`src/rtl/center_crop_error_diffusion_dither_defines.svh`:
```
// ----------------------------------------------------------------------------
// center_crop_error_diffusion_dither_defines
// assertion macros shared by the dither rtl
// ----------------------------------------------------------------------------
`ifndef CENTER_CROP_ERROR_DIFFUSION_DITHER_DEFINES_SVH
`define CENTER_CROP_ERROR_DIFFUSION_DITHER_DEFINES_SVH

// same-cycle implication, checked on clk outside reset
`define CCDITH_ASSERT_NOW(label, ante, cons, msg) \
    label: assert property (@(posedge clk) disable iff (!rst_n) (ante) |-> (cons)) \
        else $error(msg);

// next-cycle implication, checked on clk outside reset
`define CCDITH_ASSERT_NEXT(label, ante, cons, msg) \
    label: assert property (@(posedge clk) disable iff (!rst_n) (ante) |=> (cons)) \
        else $error(msg);

`endif

```
`src/rtl/ccdith_pkg.sv`:
```
// ----------------------------------------------------------------------------
// ccdith_pkg
// shared constants, types and the error diffusion step of the crop dither
// ----------------------------------------------------------------------------
package ccdith_pkg;

    localparam int DISPLAY_WIDTH  = 256;
    localparam int DISPLAY_HEIGHT = 128;

    localparam int COUNT_W = 12;
    localparam int DX_W    = $clog2(DISPLAY_WIDTH);
    localparam int ERR_W   = 8;

    localparam logic [COUNT_W-1:0] SOURCE_WIDTH_RESET  = 12'd320;
    localparam logic [COUNT_W-1:0] SOURCE_HEIGHT_RESET = 12'd240;
    localparam logic [COUNT_W-1:0] ROW_MAX             = 12'hFFF;

    localparam logic [2:0] WEIGHT_UPPER_LEFT  = 3'd1;
    localparam logic [2:0] WEIGHT_UPPER       = 3'd5;
    localparam logic [2:0] WEIGHT_UPPER_RIGHT = 3'd3;
    localparam logic [2:0] WEIGHT_LEFT        = 3'd7;

    typedef enum logic [0:0] {
        CFG_SOURCE_WIDTH  = 1'b0,
        CFG_SOURCE_HEIGHT = 1'b1
    } cfg_index_t;

    // acc + err * weight / 16 (truncated toward zero), clamped to 0..255
    function automatic logic [7:0] add_clamp(input logic [7:0] acc,
                                             input logic [ERR_W-1:0] err,
                                             input logic [2:0] weight);
        logic signed [11:0] prod;
        logic signed [11:0] quot;
        logic signed [11:0] sum;
        logic [7:0]         res;
        prod = $signed(err) * $signed({1'b0, weight});
        if (prod[11])
        begin
            quot = (prod + 12'sd15) >>> 4;
        end
        else
        begin
            quot = prod >>> 4;
        end
        sum = $signed({4'b0000, acc}) + quot;
        if (sum < 12'sd0)
        begin
            res = 8'd0;
        end
        else if (sum > 12'sd255)
        begin
            res = 8'd255;
        end
        else
        begin
            res = sum[7:0];
        end
        return res;
    endfunction

endpackage

```
`src/rtl/ccdith_ram.sv`:
```
// ----------------------------------------------------------------------------
// ccdith_ram
// generic ram, one write port, two registered read ports, read returns old data
// ----------------------------------------------------------------------------
module ccdith_ram #(
    parameter int WIDTH = 8,
    parameter int DEPTH = 256
) (
    input  logic                     clk,
    input  logic                     we,
    input  logic [$clog2(DEPTH)-1:0] waddr,
    input  logic [WIDTH-1:0]         wdata,
    input  logic                     re,
    input  logic [$clog2(DEPTH)-1:0] raddr_a,
    input  logic [$clog2(DEPTH)-1:0] raddr_b,
    output logic [WIDTH-1:0]         rdata_a,
    output logic [WIDTH-1:0]         rdata_b
);

    logic [WIDTH-1:0] mem_reg [DEPTH];
    logic [WIDTH-1:0] rdata_a_reg;
    logic [WIDTH-1:0] rdata_b_reg;

    always_ff @(posedge clk)
    begin
        if (we)
        begin
            mem_reg[waddr] <= wdata;
        end
        if (re)
        begin
            rdata_a_reg <= mem_reg[raddr_a];
            rdata_b_reg <= mem_reg[raddr_b];
        end
    end

    assign rdata_a = rdata_a_reg;
    assign rdata_b = rdata_b_reg;

endmodule

```
`src/rtl/center_crop_error_diffusion_dither.sv`:
```
// ----------------------------------------------------------------------------
// center_crop_error_diffusion_dither
// centre crop of a grayscale stream and 1-bit floyd-steinberg dither
// ----------------------------------------------------------------------------
// Takes one camera pixel per clock and gives one black/white pixel per clock
// for pixels inside the centred display window while the output is not
// stalled; pixels outside it are taken and dropped. A kept pixel is held in
// the second-stage registers after its beat is taken and moves on into the
// output register once that register is free. The error line of the previous
// display row sits in a two-read-port memory: the pixel above and the pixel
// above-right are read when the beat is taken, and the new error is written
// back as the pixel leaves the second stage, with write-through forwarding to
// the next read. Left and upper-left errors are held in registers. The input
// stalls only while a kept pixel waits behind a stalled output register.
// ----------------------------------------------------------------------------
`include "center_crop_error_diffusion_dither_defines.svh"

module center_crop_error_diffusion_dither
    import ccdith_pkg::*;
(
    input  logic               clk,
    input  logic               rst_n,
    input  logic               cfg_write_en,
    input  cfg_index_t         cfg_index,
    input  logic [COUNT_W-1:0] cfg_data,
    input  logic               in_valid,
    output logic               in_stall,
    input  logic [7:0]         gray,
    input  logic               frame_start,
    output logic               out_valid,
    input  logic               out_stall,
    output logic               pixel_black,
    output logic               line_end,
    output logic               frame_end
);

    localparam logic [COUNT_W-1:0] DISP_W_C = COUNT_W'(DISPLAY_WIDTH);
    localparam logic [COUNT_W-1:0] DISP_H_C = COUNT_W'(DISPLAY_HEIGHT);
    localparam logic [DX_W-1:0]    LAST_DX  = DX_W'(DISPLAY_WIDTH - 1);

    // configuration
    logic [COUNT_W-1:0] source_width_reg;
    logic [COUNT_W-1:0] source_height_reg;

    // position counters
    logic [COUNT_W-1:0] column_reg;
    logic [COUNT_W-1:0] row_reg;

    // second stage
    logic             s1_valid_reg;
    logic [7:0]       s1_gray_reg;
    logic [DX_W-1:0]  s1_dx_reg;
    logic             s1_top_row_reg;
    logic             s1_line_end_reg;
    logic             s1_frame_end_reg;
    logic             s1_fwd_a_reg;
    logic             s1_fwd_b_reg;
    logic [ERR_W-1:0] fwd_data_reg;

    // neighbour errors
    logic [ERR_W-1:0] left_error_reg;
    logic [ERR_W-1:0] upper_left_error_reg;

    // output register
    logic out_valid_reg;
    logic pixel_black_reg;
    logic line_end_reg;
    logic frame_end_reg;

    logic               in_accept;
    logic               out_free;
    logic               advance;
    logic [COUNT_W-1:0] column_cur;
    logic [COUNT_W-1:0] row_cur;
    logic [COUNT_W-1:0] crop_x;
    logic [COUNT_W-1:0] crop_y;
    logic [COUNT_W-1:0] col_off;
    logic [COUNT_W-1:0] row_off;
    logic               size_ok;
    logic               keep;
    logic [DX_W-1:0]    dx;
    logic [DX_W-1:0]    raddr_b;
    logic [COUNT_W:0]   column_inc;
    logic [COUNT_W-1:0] column_next;
    logic [COUNT_W-1:0] row_next;
    logic               ram_re;
    logic               ram_we;
    logic [ERR_W-1:0]   rd_a;
    logic [ERR_W-1:0]   rd_b;
    logic [ERR_W-1:0]   above;
    logic [ERR_W-1:0]   above_right;
    logic [7:0]         v1;
    logic [7:0]         v2;
    logic [7:0]         v3;
    logic [7:0]         v4;
    logic [ERR_W-1:0]   qerr;

    assign out_free  = !out_valid_reg || !out_stall;
    assign advance   = s1_valid_reg && out_free;
    assign in_stall  = s1_valid_reg && !out_free;
    assign in_accept = in_valid && !in_stall;

    // window position of the incoming beat
    always_comb
    begin
        column_cur = frame_start ? '0 : column_reg;
        row_cur    = frame_start ? '0 : row_reg;
        size_ok    = (source_width_reg >= DISP_W_C) && (source_height_reg >= DISP_H_C);
        crop_x     = (source_width_reg - DISP_W_C) >> 1;
        crop_y     = (source_height_reg - DISP_H_C) >> 1;
        col_off    = column_cur - crop_x;
        row_off    = row_cur - crop_y;
        keep       = size_ok && (column_cur >= crop_x) && (col_off < DISP_W_C)
                     && (row_cur >= crop_y) && (row_off < DISP_H_C);
        dx         = col_off[DX_W-1:0];
        raddr_b    = (dx == LAST_DX) ? dx : dx + 1'b1;
        column_inc = {1'b0, column_cur} + 1'b1;
        if (column_inc >= {1'b0, source_width_reg})
        begin
            column_next = '0;
            row_next    = (row_cur != ROW_MAX) ? row_cur + 1'b1 : row_cur;
        end
        else
        begin
            column_next = column_inc[COUNT_W-1:0];
            row_next    = row_cur;
        end
    end

    assign ram_re = in_accept && keep;
    assign ram_we = advance;

    ccdith_ram #(
        .WIDTH (ERR_W),
        .DEPTH (DISPLAY_WIDTH)
    ) u_error_line (
        .clk     (clk),
        .we      (ram_we),
        .waddr   (s1_dx_reg),
        .wdata   (qerr),
        .re      (ram_re),
        .raddr_a (dx),
        .raddr_b (raddr_b),
        .rdata_a (rd_a),
        .rdata_b (rd_b)
    );

    // diffusion of the neighbour errors, in upper-left, upper, upper-right, left order
    always_comb
    begin
        above       = s1_fwd_a_reg ? fwd_data_reg : rd_a;
        above_right = s1_fwd_b_reg ? fwd_data_reg : rd_b;
        v1 = (!s1_top_row_reg && s1_dx_reg != '0)
             ? add_clamp(s1_gray_reg, upper_left_error_reg, WEIGHT_UPPER_LEFT) : s1_gray_reg;
        v2 = !s1_top_row_reg ? add_clamp(v1, above, WEIGHT_UPPER) : v1;
        v3 = (!s1_top_row_reg && !s1_line_end_reg)
             ? add_clamp(v2, above_right, WEIGHT_UPPER_RIGHT) : v2;
        v4 = (s1_dx_reg != '0) ? add_clamp(v3, left_error_reg, WEIGHT_LEFT) : v3;
        // v - 255 wraps to v + 1 in eight bits
        qerr = v4[7] ? v4 + 1'b1 : v4;
    end

    always_ff @(posedge clk or negedge rst_n)
    begin
        if (!rst_n)
        begin
            source_width_reg     <= SOURCE_WIDTH_RESET;
            source_height_reg    <= SOURCE_HEIGHT_RESET;
            column_reg           <= '0;
            row_reg              <= '0;
            s1_valid_reg         <= 1'b0;
            s1_fwd_a_reg         <= 1'b0;
            s1_fwd_b_reg         <= 1'b0;
            left_error_reg       <= '0;
            upper_left_error_reg <= '0;
            out_valid_reg        <= 1'b0;
        end
        else
        begin
            if (cfg_write_en)
            begin
                case (cfg_index)
                    CFG_SOURCE_WIDTH:  source_width_reg  <= cfg_data;
                    CFG_SOURCE_HEIGHT: source_height_reg <= cfg_data;
                    default: ;
                endcase
            end

            if (in_accept)
            begin
                column_reg <= column_next;
                row_reg    <= row_next;
            end

            if (in_accept || advance)
            begin
                s1_valid_reg <= ram_re;
            end

            if (ram_re)
            begin
                s1_fwd_a_reg <= ram_we && (s1_dx_reg == dx);
                s1_fwd_b_reg <= ram_we && (s1_dx_reg == raddr_b);
            end

            if (advance)
            begin
                left_error_reg       <= qerr;
                upper_left_error_reg <= above;
            end

            if (out_free)
            begin
                out_valid_reg <= s1_valid_reg;
            end
        end
    end

    // payload registers
    always_ff @(posedge clk)
    begin
        if (ram_re)
        begin
            s1_gray_reg      <= gray;
            s1_dx_reg        <= dx;
            s1_top_row_reg   <= (row_off == '0);
            s1_line_end_reg  <= (dx == LAST_DX);
            s1_frame_end_reg <= (dx == LAST_DX) && (row_off == DISP_H_C - 1'b1);
            fwd_data_reg     <= qerr;
        end
        if (advance)
        begin
            pixel_black_reg <= !v4[7];
            line_end_reg    <= s1_line_end_reg;
            frame_end_reg   <= s1_frame_end_reg;
        end
    end

    assign out_valid   = out_valid_reg;
    assign pixel_black = pixel_black_reg;
    assign line_end    = line_end_reg;
    assign frame_end   = frame_end_reg;

    `CCDITH_ASSERT_NOW(a_hold_input, s1_valid_reg && out_valid_reg && out_stall, in_stall,
        "beat taken while a kept pixel waits behind a stalled output")
    `CCDITH_ASSERT_NEXT(a_read_enters_stage, ram_re, s1_valid_reg,
        "line read issued but no pixel in the second stage")
    `CCDITH_ASSERT_NEXT(a_no_forward_without_write, ram_re && !ram_we,
        !s1_fwd_a_reg && !s1_fwd_b_reg, "forwarding flag set without a write back")
    `CCDITH_ASSERT_NOW(a_frame_end_on_line_end, out_valid_reg && frame_end_reg, line_end_reg,
        "frame end given off the last column")

endmodule
```
`config.mk`:
```
export PLATFORM = sky130hd
export DESIGN_NAME = center_crop_error_diffusion_dither
export DESIGN_NICKNAME = d
export VERILOG_FILES = /design/src/rtl/ccdith_pkg.sv /design/src/rtl/ccdith_ram.sv /design/src/rtl/center_crop_error_diffusion_dither.sv
export VERILOG_INCLUDE_DIRS = /design/src /design/src/rtl
export SDC_FILE = /design/constraint.sdc
export NUM_CORES = 2
export LEC_CHECK = 0
export BUFFER_PORTS_ARGS = -buffer_cell sky130_fd_sc_hd__buf_4
export CAP_MARGIN = 20
export CORE_UTILIZATION = 30
export DETAILED_ROUTE_END_ITERATION = 6
export GPL_TIMING_DRIVEN = 1
export PLACE_DENSITY_LB_ADDON = 0.2
export SLEW_MARGIN = 15
export SYNTH_ARGS = -nofsm -noshare
export SYNTH_HDL_FRONTEND = slang
export SYNTH_SLANG_ARGS = --single-unit
```
`constraint.sdc`:
```
create_clock -name clk -period 58.6 [get_ports clk]
set_clock_uncertainty 0.2 [all_clocks]
set_input_delay 5.86 -clock clk [delete_from_list [all_inputs] [get_ports clk]]
set_output_delay 5.86 -clock clk [all_outputs]
set_load 0.02 [all_outputs]
```
# Word-level counts from Yosys, hierarchy flattened
# Memories as Yosys holds them, arrays and structs flattened. A register that Yosys moved wholly into a read port is not among the register bits.
# Cells that the tools add are included.
[word_totals]
ff_bits = 98
mem_bits_rw = 2048
in_bits = 27
wordCells = 114
n_memories = 1
[memory_table]
columns = ["name", "depth", "width", "rd", "rd_clocked_by_memory_dff", "wr", "line_no", "rtl"]
rows = [
  ["u_error_line.mem_reg", 256, 8, 2, 2, 1, "ccdith_ram.sv:20", "logic [WIDTH-1:0] mem_reg [DEPTH];"],
]
[classes]
n_addsub = 16
mul = 3
magnitude_cmp = 15
eq_ne = 5
n_mux = 27
bitwise_logic = 1
n_reduce_logical = 27
[op_table]
columns = ["operator", "count"]
rows = [
  ["$mux W8", 16],
  ["$mux W12", 9],
  ["$add A9 B12 Y12", 4],
  ["$gt A12 B9 Y1 const B", 4],
  ["$lt A12 B1 Y1 const B", 4],
  ["$add A12 B5 Y12 const B", 2],
  ["$ge A12 B11 Y1", 2],
  ["$mul A8 B4 Y12 const B", 2],
  ["$sub A12 B11 Y12", 2],
  ["$add A8 B1 Y8 const B", 2],
  ["$eq A8 B8 Y1", 2],
  ["$logic_and A1 B1 Y1", 14],
  ["$add A12 B1 Y13 const B", 1],
  ["$ge A13 B12 Y1", 1],
  ["$add A11 B5 Y12 const B", 1],
  ["$add A12 B1 Y12 const B", 1],
  ["$eq A12 B7 Y1 const B", 1],
  ["$ge A12 B8 Y1 const B", 1],
  ["$ge A12 B9 Y1 const B", 1],
  ["$logic_not A12 Y1", 1],
  ["$lt A12 B8 Y1 const B", 1],
  ["$lt A12 B9 Y1 const B", 1],
  ["$ne A12 B12 Y1 const B", 1],
  ["$sub A12 B8 Y12 const B", 1],
  ["other kinds (10)", 19],
]

# Logic depth before layout (Yosys ltp)
[logic_depth]
word_depth = 24
mapped_depth = 55

# By module
# Synthesis repeated with hierarchy kept, for this count alone.
[unflattened]
hier_cells = 6081
hier_area_um2 = 107782.1
[modules_own_cells]
columns = ["module", "instances", "cells_per_inst", "area_each_um2"]
rows = [
  ["ccdith_ram", 1, 4847, 97133.2],
  ["center_crop_error_diffusion_dither", 1, 1234, 10649.0],
]

# Worst setup path after synthesis
# No wires, ideal clock.
[synth_path]
kind = "register to register"
startpoint = "register upper_left_error_reg[3]"
endpoint = "register fwd_data_reg[2], data pin"
setup_time_ps = 1659
t_arrival_ps = 16769
setup_slack_ps = 39972
stages_incl_launch_ff = 52
n_path_buf = 1
period_less_slack_ps = 18628
cell_sequence = "dfrtp_1 or4_1 nand3_1 xnor2_1 ha_1 a21oi_1 o211ai_1 nor4_1 nor2_1 and2_1 or2_2 o32a_1 o21ai_0 o21ai_0 ha_1 fa_1 a21o_1 a21oi_1 (+16 left out) o211ai_1 and2_1 ha_1 a21o_1 a21oi_1 o21bai_1 a21oi_1 o21bai_1 a31o_2 nand2_1 mux2i_1 o21a_1 nor2_1 inv_1 ha_1 inv_1 nor2_1 xnor2_1"
[synth_between]
elab_chain_cells = 24
elab_cells_between_ends = 28
[synth_lines]
columns = ["element", "line_no", "rtl"]
rows = [
  ["start, declared", "center_crop_error_diffusion_dither.sv:62", "logic [ERR_W-1:0] upper_left_error_reg;"],
  ["start signal, assigned", "center_crop_error_diffusion_dither.sv:209", "upper_left_error_reg <= above;"],
  ["$add A8 B5 Y9 *", "ccdith_pkg.sv:39", "quot = (prod + 12'sd15) >>> 4;"],
  ["$mux W12 *", "ccdith_pkg.sv:37", "if (prod[11])"],
  ["$add A9 B12 Y12 *", "ccdith_pkg.sv:45", "sum = $signed({4'b0000, acc}) + quot;"],
  ["$gt A12 B9 Y1", "ccdith_pkg.sv:50", "else if (sum > 12'sd255)"],
  ["$mux W8", "ccdith_pkg.sv:50", ""],
  ["$mux W8 *", "ccdith_pkg.sv:46", "if (sum < 12'sd0)"],
  ["$mux W8 *", "center_crop_error_diffusion_dither.sv:154", "? add_clamp(s1_gray_reg, upper_left_error_reg, WEIGHT_UPPER_LEFT) : s1_gray_reg;"],
  ["$add A9 B12 Y12", "ccdith_pkg.sv:45", ""],
  ["(+9 left out)", "-", ""],
  ["$add A9 B12 Y12", "ccdith_pkg.sv:45", ""],
  ["$gt A12 B9 Y1", "ccdith_pkg.sv:50", ""],
  ["$mux W8", "ccdith_pkg.sv:50", ""],
  ["$mux W8", "ccdith_pkg.sv:46", ""],
  ["$mux W8 *", "center_crop_error_diffusion_dither.sv:158", "v4 = (s1_dx_reg != '0) ? add_clamp(v3, left_error_reg, WEIGHT_LEFT) : v3;"],
  ["$add A8 B1 Y8", "center_crop_error_diffusion_dither.sv:160", "qerr = v4[7] ? v4 + 1'b1 : v4;"],
  ["$mux W8 *", "center_crop_error_diffusion_dither.sv:160", ""],
  ["via qerr[2]", "center_crop_error_diffusion_dither.sv:96", "logic [ERR_W-1:0] qerr;"],
  ["end signal, assigned", "center_crop_error_diffusion_dither.sv:229", "fwd_data_reg <= qerr;"],
  ["end, declared", "center_crop_error_diffusion_dither.sv:58", "logic [ERR_W-1:0] fwd_data_reg;"],
]
# Mark *: on every way through the listed nets, which the timed path passes. The rest lies on a longest branch.
# A chain may end at the register's enable or synchronous reset.

# Final worst setup path
[layout_path]
startpoint = "register upper_left_error_reg[3]"
endpoint = "memory u_error_line.mem_reg[74][1], data pin"
[layout_between]
elab_chain_cells = 24
elab_cells_between_ends = 28
[layout_lines]
columns = ["element", "line_no"]
rows = [
  ["$add A8 B5 Y9 *", "ccdith_pkg.sv:39"],
  ["$mux W12 *", "ccdith_pkg.sv:37"],
  ["$add A9 B12 Y12 *", "ccdith_pkg.sv:45"],
  ["$gt A12 B9 Y1", "ccdith_pkg.sv:50"],
  ["$mux W8", "ccdith_pkg.sv:50"],
  ["$mux W8 *", "ccdith_pkg.sv:46"],
  ["$mux W8 *", "center_crop_error_diffusion_dither.sv:154"],
  ["$add A9 B12 Y12", "ccdith_pkg.sv:45"],
  ["(+9 left out)", "-"],
  ["$add A9 B12 Y12", "ccdith_pkg.sv:45"],
  ["$gt A12 B9 Y1", "ccdith_pkg.sv:50"],
  ["$mux W8", "ccdith_pkg.sv:50"],
  ["$mux W8", "ccdith_pkg.sv:46"],
  ["$mux W8 *", "center_crop_error_diffusion_dither.sv:158"],
  ["$add A8 B1 Y8", "center_crop_error_diffusion_dither.sv:160"],
  ["$mux W8 *", "center_crop_error_diffusion_dither.sv:160"],
  ["via qerr[1]", "center_crop_error_diffusion_dither.sv:96"],
  ["end, declared", "ccdith_ram.sv:20"],
]
# Marks and branches as above.

==> results.json <==
{
  "outcome": "finished clean",
  "ctsRootBufferMaster": "clkbuf_16",
  "end_kind": "register",
  "r2r_start": "upper_left_error_reg[3]",
  "maxCapViolations": 0,
  "vdd_drop_max_mv": 0.0428,
  "p_per_area_nw_per_um2": 43.6,
  "slowest_stage": "buf_4",
  "vias": 81800,
  "switching_power_w": 0.00223,
  "ys_seq_elements": 2161,
  "core_area_um2": 365000,
  "cts_sinks": 2161,
  "synth_edf_count": 2094,
  "route.detailed.drc": 0,
  "tightest_slew_ns": 1.45,
  "crit_family": "compound AO/OA/AOI/OAI gates",
  "arrival_ns": 14.43,
  "switching_share_pct": 41.0,
  "finalNetCount": 8925,
  "antenna_found_initial": 26,
  "required_ns": 58.99,
  "ys_async_sr_fraction_pct": 3.10,
  "clock_latency_ns": 0.98,
  "drt_iter0_drc": 11600,
  "grt_usage_pct": 23.4,
  "final_max_slew_viol_count": 0,
  "gp_congestion": 0.893,
  "critPathKind": "register to register",
  "syn_area_um2": 110000,
  "h-tree-depth": 4,
  "leakagePower_nw": 41.7,
  "worst_r2r_endpoint": "u_error_line.mem_reg[74][1]",
  "layout_commonest_cell": "edfxtp_1",
  "synth_area_leaders": "edfxtp_1 (57%), mux4_2 (12%), nand2_1 (6.5%), nand3_1 (2.3%), a21oi_1 (2.1%)",
  "io_buffers": 31,
  "drive_above_1_share_pct": 15.9,
  "synthesis.instances": 8851,
  "synth_cell_types": 105,
  "synth_top_area_share_pct": 57.1,
  "synth_seq_area_share_pct": 58.7,
  "crit_fanout": 100,
  "synth_ff_type": "edfxtp_1",
  "reg2reg_slack_ns": 44.55,
  "yosysWarningCount": 0,
  "fin_ws_ns": 44.55,
  "vias_per_cell": 5.93,
  "area_growth_pct": 13.0,
  "p_comb_share_pct": 40.3,
  "min_to": "frame_end",
  "hold_viol": 0,
  "setup_viol": 0,
  "cp-start-kind": "register",
  "grt_overflow_total": 0,
  "cts.clk_slew.worst_paths_ns": 0.07,
  "grt_pass1_wl_mm": 620,
  "reg2regPathDepth": 52,
  "tns_ns": 0,
  "period_needed_ns": 14.05,
  "yosysTopAreaCell": "edfxtp_1",
  "hpwl_mm": 283,
  "seqPwrFrac_pct": 30.9,
  "avgSynthCellArea_um2": 12.4,
  "hold_path_depth": 0,
  "grt_max_degree": 181,
  "ioPinCount": 32,
  "ctsResizeCount": 0,
  "cts.path.max_buffers": 4,
  "cp_slowest_stage_delay_ns": 0.95,
  "crit_buf_inv": 4,
  "fmax_ghz": 0.0712,
  "dieArea_um2": 369000,
  "numCtsBuffers": 240,
  "post-cts-setup-buffers": 0,
  "die_h_um": 608,
  "rows": 222,
  "dr.pass1.iters": 7,
  "hp-class": "register to register",
  "p_total_w": 0.00543,
  "cts_tree": "yes",
  "cellInternalPower_w": 0.00320,
  "antenna_left": 0,
  "fin_crit_sh_pct": 24.0,
  "min_from": "s1_frame_end_reg",
  "largest_register_ffs": 2048,
  "wl_mm": 447,
  "grt_pass1_vias": 77700,
  "die_w_um": 608,
  "syn_nets": 9013,
  "dp_slack_ns": 44.21,
  "rsz0062_at_grt": "no",
  "slew_headroom_pct": 3.46,
  "clkPwrFrac_pct": 28.8,
  "start_util_pct": 30.1,
  "final_cell_mix": "edfxtp_1 (2,094), nand2_1 (1,884), mux4_2 (588)",
  "hold_buffers": 0,
  "drt-wirelength-per-cell_um": 32.4
}
kinds of logic (layout without fill, tap and decap cells):
group | Yosys count | count (layout) | synth area share [%]
other cells | 0 | 12 | 0
xor+xnor | 104 | 104 | 0.841
mux | 810 | 810 | 14.1
compound gates | 1413 | 1413 | 8.29
simple gates | 3465 | 3465 | 13.6
flops | 2161 | 2161 | 58.7
fa+ha+maj | 136 | 136 | 1.64
buf+inv | 762 | 871 | 2.89
power groups by stage:
stage | combinational (W) | clock [W] | sequential, W
3_3_place_gp | 0.00213 | 0 | 0.00171
5_1_grt | 0.00225 | 0.00163 | 0.00168
6_report | 0.00219 | 0.00156 | 0.00168
4_1_cts | 0.00214 | 0.00158 | 0.00168
3_5_place_dp | 0.00213 | 0 | 0.00171
2_1_floorplan | 0.00122 | 0 | 0.00171
worst max-delay path by stage:
| stage | start | end | depth (start not counted) |
|---|---|---|---|
| 2_1_floorplan | upper_left_error_reg[3] | fwd_data_reg[2] | 51 |
| 3_3_place_gp | frame_start | u_error_line.rdata_b[2] | 22 |
| 3_5_place_dp | frame_start | u_error_line.rdata_b[4] | 21 |
| 4_1_cts | upper_left_error_reg[3] | u_error_line.mem_reg[69][1] | 52 |
| 5_1_grt | s1_fwd_a_reg | u_error_line.mem_reg[69][1] | 52 |
| 6_report | upper_left_error_reg[3] | u_error_line.mem_reg[74][1] | 52 |
Yosys cell counts, drive strengths merged (50+ instances only):
cell / n
dfrtp: 61
mux4: 588
o21ai: 163
a21oi: 465
buf: 370
ha: 121
a21o: 50
o22ai: 145
mux2: 52
nor4: 65
and3: 141
a31oi: 125
nor2b: 53
clkbuf: 276
a311oi: 73
mux2i: 170
nor3: 166
edfxtp: 2094
nand3: 498
nor2: 516
nand2: 1905
inv: 114
xnor2: 73
a211oi: 107
layout make-up:
type | instances | area, um^2
flip-flops and latches | 2161 | 64600
diodes | 12 | 30.0
well taps | 4816 | 6030
multi-input cells | 5928 | 42700
inverters | 116 | 440
fillers | 35500 | 241000
clock inverters | 147 | 1650
clock buffers | 292 | 6260
repair buffers | 316 | 2710
through the flow:
| stage | hold slack, ns | cells | util (%) | area, um^2 |
|---|---|---|---|---|
| floorplan | 0.200 | 8851 | - | 110000 |
| global placement | 0.213 | 13300 | 31.7 | 116000 |
| detailed placement | 0.231 | 13300 | 31.9 | 116000 |
| CTS | 0.246 | 13800 | 34.0 | 124000 |
| global route | 0.257 | 13800 | 34.1 | 124000 |
| finish | 0.246 | 13800 | 34.1 | 124000 |
per-layer routing:
metal / GRT usage, % / share of wire (%)
met5: 0 / 0.011
met3: 4.52 / 9.8
met4: 11.3 / 5.5
met2: 36.1 / 45
met1: 31.7 / 40
worst register-to-register path, delay by kind of cell (launching register included):
kind / cells / cell delay, ns
xor gates and xnor gates: 1 / 0.19
adders and majority gates: 7 / 2.27
muxes: 2 / 0.43
buffers and inverters: 4 / 2.45
DFF: 1 / 0.39
AOI/OAI and AO/OA: 22 / 4.22
and+or+nand+nor: 16 / 3.44
Power figures use the tool's default switching activity.
